File: config.mk
export PLATFORM = sky130hd
export DESIGN_NAME = cpu_usage_decay_priority
export DESIGN_NICKNAME = d
export VERILOG_FILES = /design/src/rtl/cudp_pkg.sv /design/src/rtl/cpu_usage_decay_priority.sv /design/src/rtl/cudp_seq.sv /design/src/rtl/cudp_dp.sv
export SDC_FILE = /design/constraint.sdc
export NUM_CORES = 1
export LEC_CHECK = 0
export ABC_AREA = 1
export BUFFER_PORTS_ARGS = -buffer_cell sky130_fd_sc_hd__buf_2
export CORE_MARGIN = 10
export CORE_UTILIZATION = 35
export CTS_CLUSTER_DIAMETER = 100
export DETAILED_ROUTE_END_ITERATION = 6
export SLEW_MARGIN = 20
export SYNTH_ARGS = -nofsm -noshare
export SYNTH_HDL_FRONTEND = slang
export SYNTH_SLANG_ARGS = --single-unit
File: constraint.sdc
create_clock -name aclk -period 15.3 [get_ports aclk]
set_input_delay 0 -clock aclk [delete_from_list [all_inputs] [get_ports aclk]]
set_output_delay 0 -clock aclk [all_outputs]
set_load 0.01 [all_outputs]
File: src/rtl/cudp_pkg.sv
// Shared types, constants and control-word layout for the decay-usage priority unit.
package cudp_pkg;

    localparam int FRAC_BITS    = 8;
    localparam int FSCALE       = 1 << FRAC_BITS;
    localparam int CPU_W        = 8;
    localparam int TICKS_W      = 10;
    localparam int TSC_STEPS    = TICKS_W + FRAC_BITS;
    localparam int DEC_STEPS    = CPU_W;
    localparam int RSS_PENALTY  = 2 * 4;
    localparam int PRIO_MAX     = 127;
    localparam int PRIO_MIN     = 1;
    localparam int PCT_MAX      = 511;
    localparam int CPU_MAX      = 255;
    localparam int TIME_MAX     = 127;
    localparam int PC_W         = 5;
    localparam int CNT_W        = 5;

    // register map, word index
    typedef enum logic [2:0] {
        REG_LOAD_AVG   = 3'd0,
        REG_LOAD_MUL   = 3'd1,
        REG_PCT_DECAY  = 3'd2,
        REG_TICKS_PS   = 3'd3,
        REG_FAV_BIAS   = 3'd4,
        REG_NICE_ZERO  = 3'd5,
        REG_USER_BASE  = 3'd6
    } reg_idx_t;

    localparam logic CMD_PERIODIC = 1'b0;
    localparam logic CMD_WAKE     = 1'b1;

    typedef struct packed {
        logic [15:0] load_average;
        logic [3:0]  load_multiplier;
        logic [8:0]  percent_decay;
        logic [9:0]  ticks_per_second;
        logic [5:0]  favored_bias;
        logic [5:0]  nice_zero;
        logic [6:0]  user_base_priority;
    } cfg_t;

    typedef struct packed {
        logic        command;
        logic [7:0]  cpu_usage;
        logic [9:0]  cpu_ticks;
        logic [8:0]  pct_cpu;
        logic [5:0]  nice_value;
        logic [6:0]  run_time;
        logic [6:0]  sleep_time;
        logic        asleep_or_stopped;
        logic        favored;
        logic        over_rss_limit;
        logic        memory_short;
        logic [6:0]  current_priority;
    } item_t;

    typedef struct packed {
        logic [7:0]  new_cpu_usage;
        logic [8:0]  new_pct_cpu;
        logic [6:0]  user_priority;
        logic        priority_valid;
        logic [6:0]  new_run_time;
        logic [6:0]  new_sleep_time;
        logic        reschedule;
    } res_t;

    // datapath micro-operations
    typedef enum logic [4:0] {
        OP_NOP       = 5'd0,
        OP_MUL_B     = 5'd1,
        OP_TIMES     = 5'd2,
        OP_MUL_PD    = 5'd3,
        OP_TSC_LOAD  = 5'd4,
        OP_DIV_STEP  = 5'd5,
        OP_MUL_FOLD  = 5'd6,
        OP_ACC_ADD   = 5'd7,
        OP_PCT_MULCB = 5'd8,
        OP_DEC_LOAD  = 5'd9,
        OP_CPU_BIAS  = 5'd10,
        OP_PRIO      = 5'd11,
        OP_PCT_LONG  = 5'd12,
        OP_WAKE_INIT = 5'd13,
        OP_MUL_CB    = 5'd14,
        OP_WAKE_NEXT = 5'd15,
        OP_WAKE_CPU  = 5'd16
    } op_t;

    // jump conditions
    typedef enum logic [2:0] {
        JC_NONE   = 3'd0,
        JC_ALWAYS = 3'd1,
        JC_WAKE   = 3'd2,
        JC_LONG   = 3'd3,
        JC_SHORT  = 3'd4,
        JC_WDONE  = 3'd5,
        JC_LOOP   = 3'd6
    } jc_t;

    typedef struct packed {
        logic wake;
        logic long_sleep;
        logic wake_short;
        logic wake_done;
    } flags_t;

    typedef struct packed {
        op_t             op;
        jc_t             jc;
        logic [PC_W-1:0] tgt;
        logic            cnt_ld;
        logic [CNT_W-1:0] cnt_val;
        logic            fin;
    } uword_t;

endpackage

File: src/rtl/cpu_usage_decay_priority.sv
// Top level of the decay-usage scheduler priority unit: config registers, handshakes.
//
// Usage:
//   One process record enters per request on the s_ channel (valid/ready);
//   one result record leaves per request on the m_ channel (valid/ready).
//   Configuration registers sit on an APB-style port, one 32-bit word each
//   at byte address 4*index; pready is tied high, reads return the value.
//   The user must write registers only while the block is idle; the block itself does not enforce it.
// Paths through the microcode program, from accept to m_valid:
//   periodic, long sleeper
//   periodic, normal (18-step tick divide, 8-step decay)
//   wake, sleep time 0 or 1
//   wake, n = sleep_time - 2 decays when usage stays nonzero
//     (each decay is one multiply and an 8-step divide on the shared divider)
// Flow: one request in flight; s_ready returns the cycle after the result
//   moves into the output register, so a new request is taken while a finished
//   result still waits. If the receiver stalls with a full output register, the
//   sequencer holds on its last step until the slot frees.
// Reset (aresetn, synchronous, active low): registers to their defaults,
//   sequencer idle, output register empty.
module cpu_usage_decay_priority (
    input  logic        aclk,
    input  logic        aresetn,
    // configuration port
    input  logic        psel,
    input  logic        penable,
    input  logic        pwrite,
    input  logic [4:0]  paddr,
    input  logic [31:0] pwdata,
    output logic [31:0] prdata,
    output logic        pready,
    // request in
    input  logic        s_valid,
    output logic        s_ready,
    input  logic        s_command,
    input  logic [7:0]  s_cpu_usage,
    input  logic [9:0]  s_cpu_ticks,
    input  logic [8:0]  s_pct_cpu,
    input  logic [5:0]  s_nice_value,
    input  logic [6:0]  s_run_time,
    input  logic [6:0]  s_sleep_time,
    input  logic        s_asleep_or_stopped,
    input  logic        s_favored,
    input  logic        s_over_rss_limit,
    input  logic        s_memory_short,
    input  logic [6:0]  s_current_priority,
    // result out
    output logic        m_valid,
    input  logic        m_ready,
    output logic [7:0]  m_new_cpu_usage,
    output logic [8:0]  m_new_pct_cpu,
    output logic [6:0]  m_user_priority,
    output logic        m_priority_valid,
    output logic [6:0]  m_new_run_time,
    output logic [6:0]  m_new_sleep_time,
    output logic        m_reschedule
);
    import cudp_pkg::*;

    cfg_t     cfg_reg;
    res_t     out_reg;
    logic     m_valid_reg;
    item_t    item;
    res_t     res;
    flags_t   flags;
    op_t      op;
    logic     done;
    logic     busy;
    logic     start;
    logic     out_free;
    logic     cfg_wr;
    reg_idx_t cfg_idx;

    // ---------------- configuration registers ----------------
    assign pready  = 1'b1;
    assign cfg_wr  = psel && penable && pwrite;
    assign cfg_idx = reg_idx_t'(paddr[4:2]);

    always_ff @(posedge aclk) begin
        if (!aresetn) begin
            cfg_reg.load_average       <= 16'd0;
            cfg_reg.load_multiplier    <= 4'd2;
            cfg_reg.percent_decay      <= 9'd243;
            cfg_reg.ticks_per_second   <= 10'd100;
            cfg_reg.favored_bias       <= 6'(-10);
            cfg_reg.nice_zero          <= 6'd20;
            cfg_reg.user_base_priority <= 7'd50;
        end else if (cfg_wr) begin
            unique case (cfg_idx)
                REG_LOAD_AVG:  cfg_reg.load_average       <= pwdata[15:0];
                REG_LOAD_MUL:  cfg_reg.load_multiplier    <= pwdata[3:0];
                REG_PCT_DECAY: cfg_reg.percent_decay      <= pwdata[8:0];
                REG_TICKS_PS:  cfg_reg.ticks_per_second   <= pwdata[9:0];
                REG_FAV_BIAS:  cfg_reg.favored_bias       <= pwdata[5:0];
                REG_NICE_ZERO: cfg_reg.nice_zero          <= pwdata[5:0];
                REG_USER_BASE: cfg_reg.user_base_priority <= pwdata[6:0];
                default: ;  // unmapped word, write dropped
            endcase
        end
    end

    always_comb begin
        unique case (cfg_idx)
            REG_LOAD_AVG:  prdata = 32'(cfg_reg.load_average);
            REG_LOAD_MUL:  prdata = 32'(cfg_reg.load_multiplier);
            REG_PCT_DECAY: prdata = 32'(cfg_reg.percent_decay);
            REG_TICKS_PS:  prdata = 32'(cfg_reg.ticks_per_second);
            REG_FAV_BIAS:  prdata = {{26{cfg_reg.favored_bias[5]}}, cfg_reg.favored_bias};
            REG_NICE_ZERO: prdata = 32'(cfg_reg.nice_zero);
            REG_USER_BASE: prdata = 32'(cfg_reg.user_base_priority);
            default:       prdata = '0;
        endcase
    end

    // ---------------- request capture ----------------
    assign s_ready = !busy;
    assign start   = s_valid && s_ready;

    assign item.command           = s_command;
    assign item.cpu_usage         = s_cpu_usage;
    assign item.cpu_ticks         = s_cpu_ticks;
    assign item.pct_cpu           = s_pct_cpu;
    assign item.nice_value        = s_nice_value;
    assign item.run_time          = s_run_time;
    assign item.sleep_time        = s_sleep_time;
    assign item.asleep_or_stopped = s_asleep_or_stopped;
    assign item.favored           = s_favored;
    assign item.over_rss_limit    = s_over_rss_limit;
    assign item.memory_short      = s_memory_short;
    assign item.current_priority  = s_current_priority;

    // ---------------- sequencer and datapath ----------------
    // The sequencer only leaves its final step when the output slot is free.
    assign out_free = !m_valid_reg || m_ready;

    cudp_seq u_seq (
        .aclk     (aclk),
        .aresetn  (aresetn),
        .start    (start),
        .out_free (out_free),
        .flags    (flags),
        .op       (op),
        .done     (done),
        .busy     (busy)
    );

    cudp_dp u_dp (
        .aclk  (aclk),
        .load  (start),
        .item  (item),
        .cfg   (cfg_reg),
        .op    (op),
        .flags (flags),
        .res   (res)
    );

    // ---------------- output register ----------------
    always_ff @(posedge aclk) begin
        if (!aresetn) begin
            m_valid_reg <= 1'b0;
        end else if (done) begin
            m_valid_reg <= 1'b1;
        end else if (m_ready) begin
            m_valid_reg <= 1'b0;
        end
    end

    always_ff @(posedge aclk) begin
        if (done) begin
            out_reg <= res;
        end
    end

    assign m_valid          = m_valid_reg;
    assign m_new_cpu_usage  = out_reg.new_cpu_usage;
    assign m_new_pct_cpu    = out_reg.new_pct_cpu;
    assign m_user_priority  = out_reg.user_priority;
    assign m_priority_valid = out_reg.priority_valid;
    assign m_new_run_time   = out_reg.new_run_time;
    assign m_new_sleep_time = out_reg.new_sleep_time;
    assign m_reschedule     = out_reg.reschedule;

endmodule

File: src/rtl/cudp_seq.sv
// Microcode sequencer: program ROM, step counter, loop counter and jump logic.
module cudp_seq (
    input  logic             aclk,
    input  logic             aresetn,
    input  logic             start,
    input  logic             out_free,
    input  cudp_pkg::flags_t flags,
    output cudp_pkg::op_t    op,
    output logic             done,
    output logic             busy
);
    import cudp_pkg::*;

    typedef enum logic [1:0] {
        SEQ_IDLE = 2'b01,
        SEQ_RUN  = 2'b10
    } seq_state_t;

    localparam logic [PC_W-1:0] S_DIV_TSC = PC_W'(4);
    localparam logic [PC_W-1:0] S_DIV_CPU = PC_W'(9);
    localparam logic [PC_W-1:0] S_PRIO    = PC_W'(11);
    localparam logic [PC_W-1:0] S_FIN     = PC_W'(12);
    localparam logic [PC_W-1:0] S_LONG    = PC_W'(13);
    localparam logic [PC_W-1:0] S_WAKE    = PC_W'(14);
    localparam logic [PC_W-1:0] S_WLOOP   = PC_W'(15);
    localparam logic [PC_W-1:0] S_WDIV    = PC_W'(17);

    function automatic uword_t uw(input op_t o, input jc_t j, input logic [PC_W-1:0] t,
                                  input logic cl, input int cv, input logic f);
        uword_t w;
        w.op      = o;
        w.jc      = j;
        w.tgt     = t;
        w.cnt_ld  = cl;
        w.cnt_val = CNT_W'(cv);
        w.fin     = f;
        return w;
    endfunction

    function automatic uword_t rom(input logic [PC_W-1:0] addr);
        uword_t w;
        unique case (addr)
            // periodic recompute
            PC_W'(0):  w = uw(OP_MUL_B,     JC_WAKE,   S_WAKE,    1'b0, 0,         1'b0);
            PC_W'(1):  w = uw(OP_TIMES,     JC_NONE,   S_FIN,     1'b0, 0,         1'b0);
            PC_W'(2):  w = uw(OP_MUL_PD,    JC_LONG,   S_LONG,    1'b0, 0,         1'b0);
            PC_W'(3):  w = uw(OP_TSC_LOAD,  JC_NONE,   S_FIN,     1'b1, TSC_STEPS, 1'b0);
            PC_W'(4):  w = uw(OP_DIV_STEP,  JC_LOOP,   S_DIV_TSC, 1'b0, 0,         1'b0);
            PC_W'(5):  w = uw(OP_MUL_FOLD,  JC_NONE,   S_FIN,     1'b0, 0,         1'b0);
            PC_W'(6):  w = uw(OP_ACC_ADD,   JC_NONE,   S_FIN,     1'b0, 0,         1'b0);
            PC_W'(7):  w = uw(OP_PCT_MULCB, JC_NONE,   S_FIN,     1'b0, 0,         1'b0);
            PC_W'(8):  w = uw(OP_DEC_LOAD,  JC_NONE,   S_FIN,     1'b1, DEC_STEPS, 1'b0);
            PC_W'(9):  w = uw(OP_DIV_STEP,  JC_LOOP,   S_DIV_CPU, 1'b0, 0,         1'b0);
            PC_W'(10): w = uw(OP_CPU_BIAS,  JC_NONE,   S_FIN,     1'b0, 0,         1'b0);
            PC_W'(11): w = uw(OP_PRIO,      JC_NONE,   S_FIN,     1'b0, 0,         1'b0);
            PC_W'(12): w = uw(OP_NOP,       JC_NONE,   S_FIN,     1'b0, 0,         1'b1);
            // long sleeper
            PC_W'(13): w = uw(OP_PCT_LONG,  JC_ALWAYS, S_FIN,     1'b0, 0,         1'b0);
            // wake recompute
            PC_W'(14): w = uw(OP_WAKE_INIT, JC_SHORT,  S_FIN,     1'b0, 0,         1'b0);
            PC_W'(15): w = uw(OP_MUL_CB,    JC_WDONE,  PC_W'(19), 1'b0, 0,         1'b0);
            PC_W'(16): w = uw(OP_DEC_LOAD,  JC_NONE,   S_FIN,     1'b1, DEC_STEPS, 1'b0);
            PC_W'(17): w = uw(OP_DIV_STEP,  JC_LOOP,   S_WDIV,    1'b0, 0,         1'b0);
            PC_W'(18): w = uw(OP_WAKE_NEXT, JC_ALWAYS, S_WLOOP,   1'b0, 0,         1'b0);
            PC_W'(19): w = uw(OP_WAKE_CPU,  JC_ALWAYS, S_PRIO,    1'b0, 0,         1'b0);
            default:   w = uw(OP_NOP,       JC_NONE,   S_FIN,     1'b0, 0,         1'b1);
        endcase
        return w;
    endfunction

    seq_state_t       state_reg;
    logic [PC_W-1:0]  pc_reg;
    logic [CNT_W-1:0] cnt_reg;
    uword_t           word;
    logic             take;

    assign word = rom(pc_reg);

    always_comb begin
        case (word.jc)
            JC_NONE:   take = 1'b0;
            JC_ALWAYS: take = 1'b1;
            JC_WAKE:   take = flags.wake;
            JC_LONG:   take = flags.long_sleep;
            JC_SHORT:  take = flags.wake_short;
            JC_WDONE:  take = flags.wake_done;
            JC_LOOP:   take = (cnt_reg != CNT_W'(1));
            default:   take = 1'b0;
        endcase
    end

    always_ff @(posedge aclk) begin
        if (!aresetn) begin
            state_reg <= SEQ_IDLE;
            pc_reg    <= '0;
            cnt_reg   <= '0;
        end else begin
            unique case (state_reg)
                SEQ_IDLE: begin
                    if (start) begin
                        state_reg <= SEQ_RUN;
                        pc_reg    <= '0;
                    end
                end
                SEQ_RUN: begin
                    if (word.fin) begin
                        if (out_free) begin
                            state_reg <= SEQ_IDLE;
                        end
                    end else begin
                        pc_reg <= take ? word.tgt : pc_reg + PC_W'(1);
                        if (word.cnt_ld) begin
                            cnt_reg <= word.cnt_val;
                        end else if (word.jc == JC_LOOP) begin
                            cnt_reg <= cnt_reg - CNT_W'(1);
                        end
                    end
                end
                default: state_reg <= SEQ_IDLE;
            endcase
        end
    end

    assign busy = (state_reg == SEQ_RUN);
    assign op   = busy ? word.op : OP_NOP;
    assign done = busy && word.fin && out_free;

endmodule

File: src/rtl/cudp_dp.sv
// Datapath: shared multiplier, bit-serial divider, accumulator and result fields.
module cudp_dp (
    input  logic             aclk,
    input  logic             load,
    input  cudp_pkg::item_t  item,
    input  cudp_pkg::cfg_t   cfg,
    input  cudp_pkg::op_t    op,
    output cudp_pkg::flags_t flags,
    output cudp_pkg::res_t   res
);
    import cudp_pkg::*;

    function automatic logic [8:0] clamp_pct(input logic signed [31:0] v);
        logic signed [31:0] sh;
        sh = v >>> FRAC_BITS;
        if (v < 0) begin
            return '0;
        end else if (sh > 32'sd511) begin
            return 9'(PCT_MAX);
        end else begin
            return sh[8:0];
        end
    endfunction

    item_t              in_reg;
    res_t               res_reg;
    logic [19:0]        b_reg;
    logic signed [30:0] prod_reg;
    logic signed [31:0] acc_reg;
    logic [20:0]        rem_reg;
    logic [27:0]        dnd_reg;
    logic [20:0]        dsr_reg;
    logic [17:0]        quo_reg;
    logic [7:0]         a_reg;
    logic [6:0]         ws_reg;

    logic signed [9:0]  mul_a;
    logic [19:0]        mul_b;
    logic signed [30:0] mul_p;
    logic signed [9:0]  fold_f;
    logic [9:0]         hz;
    logic [21:0]        rsh;
    logic [21:0]        rsub;
    logic               ge;
    logic signed [9:0]  cpu_t;
    logic [7:0]         cpu_c;
    logic signed [10:0] nice_d;
    logic signed [10:0] fav_d;
    logic signed [10:0] prio_t;
    logic [6:0]         prio_c;

    // multiplier operand select
    always_comb begin
        mul_a = '0;
        mul_b = '0;
        case (op) inside
            OP_MUL_B: begin
                mul_a = 10'(cfg.load_multiplier);
                mul_b = 20'(cfg.load_average);
            end
            OP_MUL_PD: begin
                mul_a = 10'(cfg.percent_decay);
                mul_b = 20'(in_reg.pct_cpu);
            end
            OP_MUL_FOLD: begin
                mul_a = fold_f;
                mul_b = 20'(quo_reg);
            end
            OP_PCT_MULCB, OP_MUL_CB: begin
                mul_a = 10'(a_reg);
                mul_b = b_reg;
            end
            default: ;
        endcase
    end

    assign fold_f = $signed(10'(FSCALE) - 10'(cfg.percent_decay));
    assign mul_p  = mul_a * $signed({1'b0, mul_b});
    assign hz     = (cfg.ticks_per_second == '0) ? 10'd1 : cfg.ticks_per_second;

    // one restoring divide step
    assign rsh  = {rem_reg, dnd_reg[27]};
    assign rsub = rsh - {1'b0, dsr_reg};
    assign ge   = (rsh >= {1'b0, dsr_reg});

    // usage plus nice bias, clamped
    always_comb begin
        cpu_t = $signed({2'b00, quo_reg[7:0]}) + $signed({4'b0000, in_reg.nice_value})
              - $signed({4'b0000, cfg.nice_zero});
        if (cpu_t < 0) begin
            cpu_c = '0;
        end else if (cpu_t > 10'sd255) begin
            cpu_c = 8'(CPU_MAX);
        end else begin
            cpu_c = cpu_t[7:0];
        end
    end

    // user priority from the updated usage
    always_comb begin
        nice_d = $signed({5'b00000, in_reg.nice_value}) - $signed({5'b00000, cfg.nice_zero});
        fav_d  = $signed({{5{cfg.favored_bias[5]}}, cfg.favored_bias});
        prio_t = $signed({5'b00000, res_reg.new_cpu_usage[7:2]})
               + $signed({4'b0000, cfg.user_base_priority})
               + (nice_d <<< 1);
        if (in_reg.favored) begin
            prio_t = prio_t + (fav_d <<< 1);
        end
        if (in_reg.over_rss_limit && in_reg.memory_short) begin
            prio_t = prio_t + 11'(RSS_PENALTY);
        end
        if (prio_t > 11'sd127) begin
            prio_c = 7'(PRIO_MAX);
        end else if (prio_t < 11'sd1) begin
            prio_c = 7'(PRIO_MIN);
        end else begin
            prio_c = prio_t[6:0];
        end
    end

    always_ff @(posedge aclk) begin
        if (load) begin
            in_reg                 <= item;
            a_reg                  <= item.cpu_usage;
            res_reg.new_cpu_usage  <= item.cpu_usage;
            res_reg.new_pct_cpu    <= item.pct_cpu;
            res_reg.user_priority  <= '0;
            res_reg.priority_valid <= 1'b0;
            res_reg.new_run_time   <= item.run_time;
            res_reg.new_sleep_time <= item.sleep_time;
            res_reg.reschedule     <= 1'b0;
        end else begin
            unique case (op) inside
                OP_MUL_B, OP_MUL_PD, OP_MUL_FOLD, OP_MUL_CB: begin
                    prod_reg <= mul_p;
                end
                OP_TIMES: begin
                    b_reg <= prod_reg[19:0];
                    if (res_reg.new_run_time != 7'(TIME_MAX)) begin
                        res_reg.new_run_time <= res_reg.new_run_time + 7'd1;
                    end
                    if (in_reg.asleep_or_stopped
                        && res_reg.new_sleep_time != 7'(TIME_MAX)) begin
                        res_reg.new_sleep_time <= res_reg.new_sleep_time + 7'd1;
                    end
                end
                OP_TSC_LOAD: begin
                    acc_reg <= {prod_reg[30], prod_reg};
                    rem_reg <= '0;
                    dnd_reg <= {in_reg.cpu_ticks, 18'd0};
                    dsr_reg <= 21'(hz);
                    quo_reg <= '0;
                end
                OP_DIV_STEP: begin
                    rem_reg <= ge ? rsub[20:0] : rsh[20:0];
                    quo_reg <= {quo_reg[16:0], ge};
                    dnd_reg <= {dnd_reg[26:0], 1'b0};
                end
                OP_ACC_ADD: begin
                    acc_reg <= acc_reg + {prod_reg[30], prod_reg};
                end
                OP_PCT_MULCB: begin
                    res_reg.new_pct_cpu <= clamp_pct(acc_reg);
                    prod_reg            <= mul_p;
                end
                OP_DEC_LOAD: begin
                    // quotient fits 8 bits, so the top of the dividend preloads the remainder
                    rem_reg <= 21'(prod_reg[27:8]);
                    dnd_reg <= {prod_reg[7:0], 20'd0};
                    dsr_reg <= 21'(b_reg) + 21'(FSCALE);
                    quo_reg <= '0;
                end
                OP_CPU_BIAS: begin
                    res_reg.new_cpu_usage  <= cpu_c;
                    res_reg.priority_valid <= 1'b1;
                end
                OP_PRIO: begin
                    res_reg.user_priority <= prio_c;
                    res_reg.reschedule    <= (prio_c < in_reg.current_priority);
                end
                OP_PCT_LONG: begin
                    res_reg.new_pct_cpu <= clamp_pct({prod_reg[30], prod_reg});
                end
                OP_WAKE_INIT: begin
                    b_reg                  <= prod_reg[19:0];
                    res_reg.new_sleep_time <= '0;
                    ws_reg                 <= in_reg.sleep_time - 7'd2;
                end
                OP_WAKE_NEXT: begin
                    a_reg  <= quo_reg[7:0];
                    ws_reg <= ws_reg - 7'd1;
                end
                OP_WAKE_CPU: begin
                    res_reg.new_cpu_usage  <= a_reg;
                    res_reg.priority_valid <= 1'b1;
                end
                default: ;
            endcase
        end
    end

    assign flags.wake       = (in_reg.command == CMD_WAKE);
    assign flags.long_sleep = (res_reg.new_sleep_time > 7'd1);
    assign flags.wake_short = (in_reg.sleep_time <= 7'd1);
    assign flags.wake_done  = (a_reg == '0) || (ws_reg == '0);
    assign res              = res_reg;

endmodule

==> flow_summary.json <==
{
  "global_route.usage.total": 0.173,
  "finalClockSkew_ps": 26.9,
  "dominantRegCellSynth": "edfxtp_1",
  "timing.critical_path.arrival_ps": 8570,
  "hold_path.class": "input pin to register",
  "ff_latch_area_sq_mm": 0.0104,
  "layout.cells.most_common_list": "nand2_1 (702), inv_1 (563), nor2_1 (304)",
  "hold_violations": 0,
  "yosysSeqAreaShare": 0.371,
  "fraction_of_final_layout_cells_with_drive_strength_greater_than_1": 0.0928,
  "min_from": "aresetn",
  "timing.critical_path.mode_cell": "fa_1",
  "antenna_violations_before_repair": 3,
  "finalCritPeriodShare": 0.539,
  "post_drt_via_cell_ratio": 5.04,
  "syn-cell-area_sq_mm": 0.0282,
  "clkSlewWorstSetupHoldPaths_ps": 60,
  "synth.top_cells.by_area": "edfxtp_1 (30%), fa_1 (11%), nand2_1 (9.4%), ha_1 (9.2%), inv_1 (7.5%)",
  "most_common_cell_after_layout_fill_and_taps_aside": "nand2_1",
  "cts.path.max_buffers": 3,
  "drc_errors": 0,
  "clock_sink_count": 380,
  "drt-wirelength-per-cell_um": 17.5,
  "ff2ff_setup_slack_ps": 7060,
  "hold-path-endpoint": "u_seq.state_reg[0]",
  "worst-slew-pin-transition_ps": 1150,
  "finalWirelength_mm": 81.4,
  "r2r-start": "u_seq.state_reg[1]",
  "layout.core_utilization": 0.406,
  "start_kind": "register",
  "worst-setup-path-type": "register to register",
  "first_pass_grt_wire_length_mm": 129,
  "grt_start_max_net_pins": 67,
  "row_count": 103,
  "reg2regPathDepth": 29,
  "grt_setup_unrepaired": "no",
  "synthToLayoutAreaGrowth_pct": 14.5,
  "first_global_vias": 23100,
  "boundaryPins": 178,
  "yosysTopAreaCell": "edfxtp_1",
  "period_minus_slack_ps": 8240,
  "area_taken_by_multi_input_logic_gates_sq_mm": 0.0151,
  "die_width_um": 304,
  "ys.warnings.count": 0,
  "end_kind": "register",
  "timing.final.max_slew_violations": 0,
  "power-per-cell-area_mw_per_mm2": 92.9,
  "count_of_flip_flops_with_a_built_in_enable_after_synthesis": 283,
  "design.final.nets": 4032,
  "number_of_buffer_cells_added_on_primary_ports": 158,
  "worst_ir_drop_vdd_mv": 0.0799,
  "fin_tns_setup_ps": 0,
  "relSlewSlack": 0.233,
  "synth.lib_cells_used.distinct": 62,
  "outcome": "completed",
  "max-cap-violations": 0,
  "crit_path_top_delay_cell": "a21oi_2",
  "postSynthAreaPerCell_sq_um": 8.42,
  "worst_path_largest_cell_delay_ps": 910,
  "netlist.area_leader.share": 0.302,
  "detail_route.iter0.violations": 1959,
  "cts_inserted_buffers": 42,
  "firstDrtPassIters": 5,
  "cts.repair_timing.setup_buffer_count": 0,
  "htreeDepth": 2,
  "power_leakage_nw": 15.0,
  "floorplan.initialDensity": 0.355,
  "largest_register_ff_count": 58,
  "clock_latency_ps": 590,
  "drt.antenna.violating_nets": 0,
  "globalplace.congestion": 0.914,
  "critPathMaxFanout": 18,
  "ys_async_sr_fraction": 0,
  "detailroute.via_count": 23400,
  "die_height_um": 304,
  "synth_seq_cells": 380,
  "die-area_sq_mm": 0.0922,
  "tritoncts": "built",
  "filler_cell_count": 8036,
  "max_freq_ghz": 0.121,
  "cts_root_buf": "clkbuf_16",
  "number_of_cells_on_the_worst_hold_path": 3,
  "critical_path_required_ps": 15630,
  "r2r_end": "u_dp.prod_reg[27]",
  "synthCells": 3346,
  "post_cts.resized_instances": 0,
  "gr-total-overflow": 0,
  "core_area_sq_mm": 0.0794,
  "post-dp-hpwl_mm": 63.8,
  "setup_viol": 0
}
-- stage by stage --
step           area, sq um  cells  hold WS, ps  total power, mW  setup WS (ps)
2_1_floorplan        28200   3347         98.9             1.74           8720
3_3_place_gp         30000   4496          177             1.93           7320
3_5_place_dp         30000   4496          178             1.94           7220
4_1_cts              32200   4651         6.45             3.01           7210
5_1_grt              32200   4651         71.2             3.16           6580
6_report             32200   4652         38.4             3.00           7060
-- repair_timing --
action	4_1_cts	5_1_grt
hold buffers	78	0
endpoints found under the setup margin	0	0
endpoints found under the hold margin	144	0
-- cells by family (layout without fill, tap and decap cells) --
group / after synthesis / after routing / synth area share
and+or+nand+nor: 1264 / 1264 / 0.186
buffers and inverters: 665 / 919 / 0.0926
AOI/OAI and AO/OA: 578 / 578 / 0.119
DFF: 380 / 380 / 0.371
adders and majority gates: 361 / 361 / 0.202
xor gates and xnor gates: 96 / 96 / 0.0299
other: 2 / 4 / 0.000267
-- cell usage after synthesis, types with 3 or more instances --
cell and instances:
nor4_1 14, nor2_1 306, nand3b_1 4, a22oi_1 7, nand2_2 15, xor2_1 51
a221oi_1 8, o221ai_1 5, nor3_1 31, a21o_1 11, nand3_2 5, ha_1 206
o21bai_1 6, a22o_1 6, o211ai_1 30, clkinv_1 6, nand3_1 127, clkbuf_1 39
o22ai_1 26, or2_2 15, nor3_2 3, xnor2_1 45, nand4_1 23, edfxtp_1 283
a211oi_1 3, dfxtp_1 97, buf_4 19, nand2_1 703, a21oi_1 172, a21oi_2 9
fa_1 155, buf_2 19, nor2_4 3, a31oi_1 23, inv_1 563, o21ai_0 226
o21a_1 3, inv_2 17, a2111oi_0 3, nor2_2 9, o2111ai_1 9, o21ai_1 13
-- worst max-delay path by stage --
stage / from / to / slack [ps] / depth (start not counted)
3_5_place_dp: u_seq.state_reg[0] / u_dp.prod_reg[27] / 7220 / 30
6_report: u_seq.state_reg[1] / u_dp.prod_reg[27] / 7060 / 29
5_1_grt: u_seq.state_reg[1] / u_dp.prod_reg[28] / 6580 / 30
4_1_cts: u_seq.state_reg[0] / u_dp.prod_reg[27] / 7210 / 30
3_3_place_gp: u_seq.state_reg[0] / u_dp.prod_reg[27] / 7320 / 30
2_1_floorplan: u_seq.state_reg[0] / u_dp.prod_reg[27] / 8720 / 34
-- cell type report --
| class | count | area share |
|---|---|---|
| timing repair buffer | 256 | 0.0534 |
| tap | 1050 | 0.0408 |
| multi-input combinational | 2302 | 0.470 |
| sequential | 380 | 0.324 |
| antenna | 1 | 0.0000776 |
| inverter | 586 | 0.0683 |
| clock inverter | 29 | 0.0102 |
| clock buffer | 48 | 0.0336 |
-- report_power, final --
part / internal (mW) / switching (mW) / total (mW)
logic: 0.246 / 0.487 / 0.733
registers: 1.17 / 0.0420 / 1.21
clock network: 0.615 / 0.435 / 1.05
total: 2.03 / 0.964 / 3.00
-- routing by layer --
layer | vias to the layer above | routed length, um | global-route usage
met5 | - | 23 | 0
met4 | 4 | 2400 | 0.0534
met3 | 125 | 5230 | 0.0225
met2 | 756 | 37900 | 0.289
met1 | 11200 | 35800 | 0.231
li1 | 11400 | - | -
-- worst max-delay path, delay by kind of cell (launching register included) --
family	cells	cell delay, ps
AOI/OAI and AO/OA	8	2160
xor gates and xnor gates	1	90
buffers and inverters	7	1050
adders and majority gates	7	3250
DFF	1	360
and+or+nand+nor	6	1080
Power figures use the tool's default switching activity.
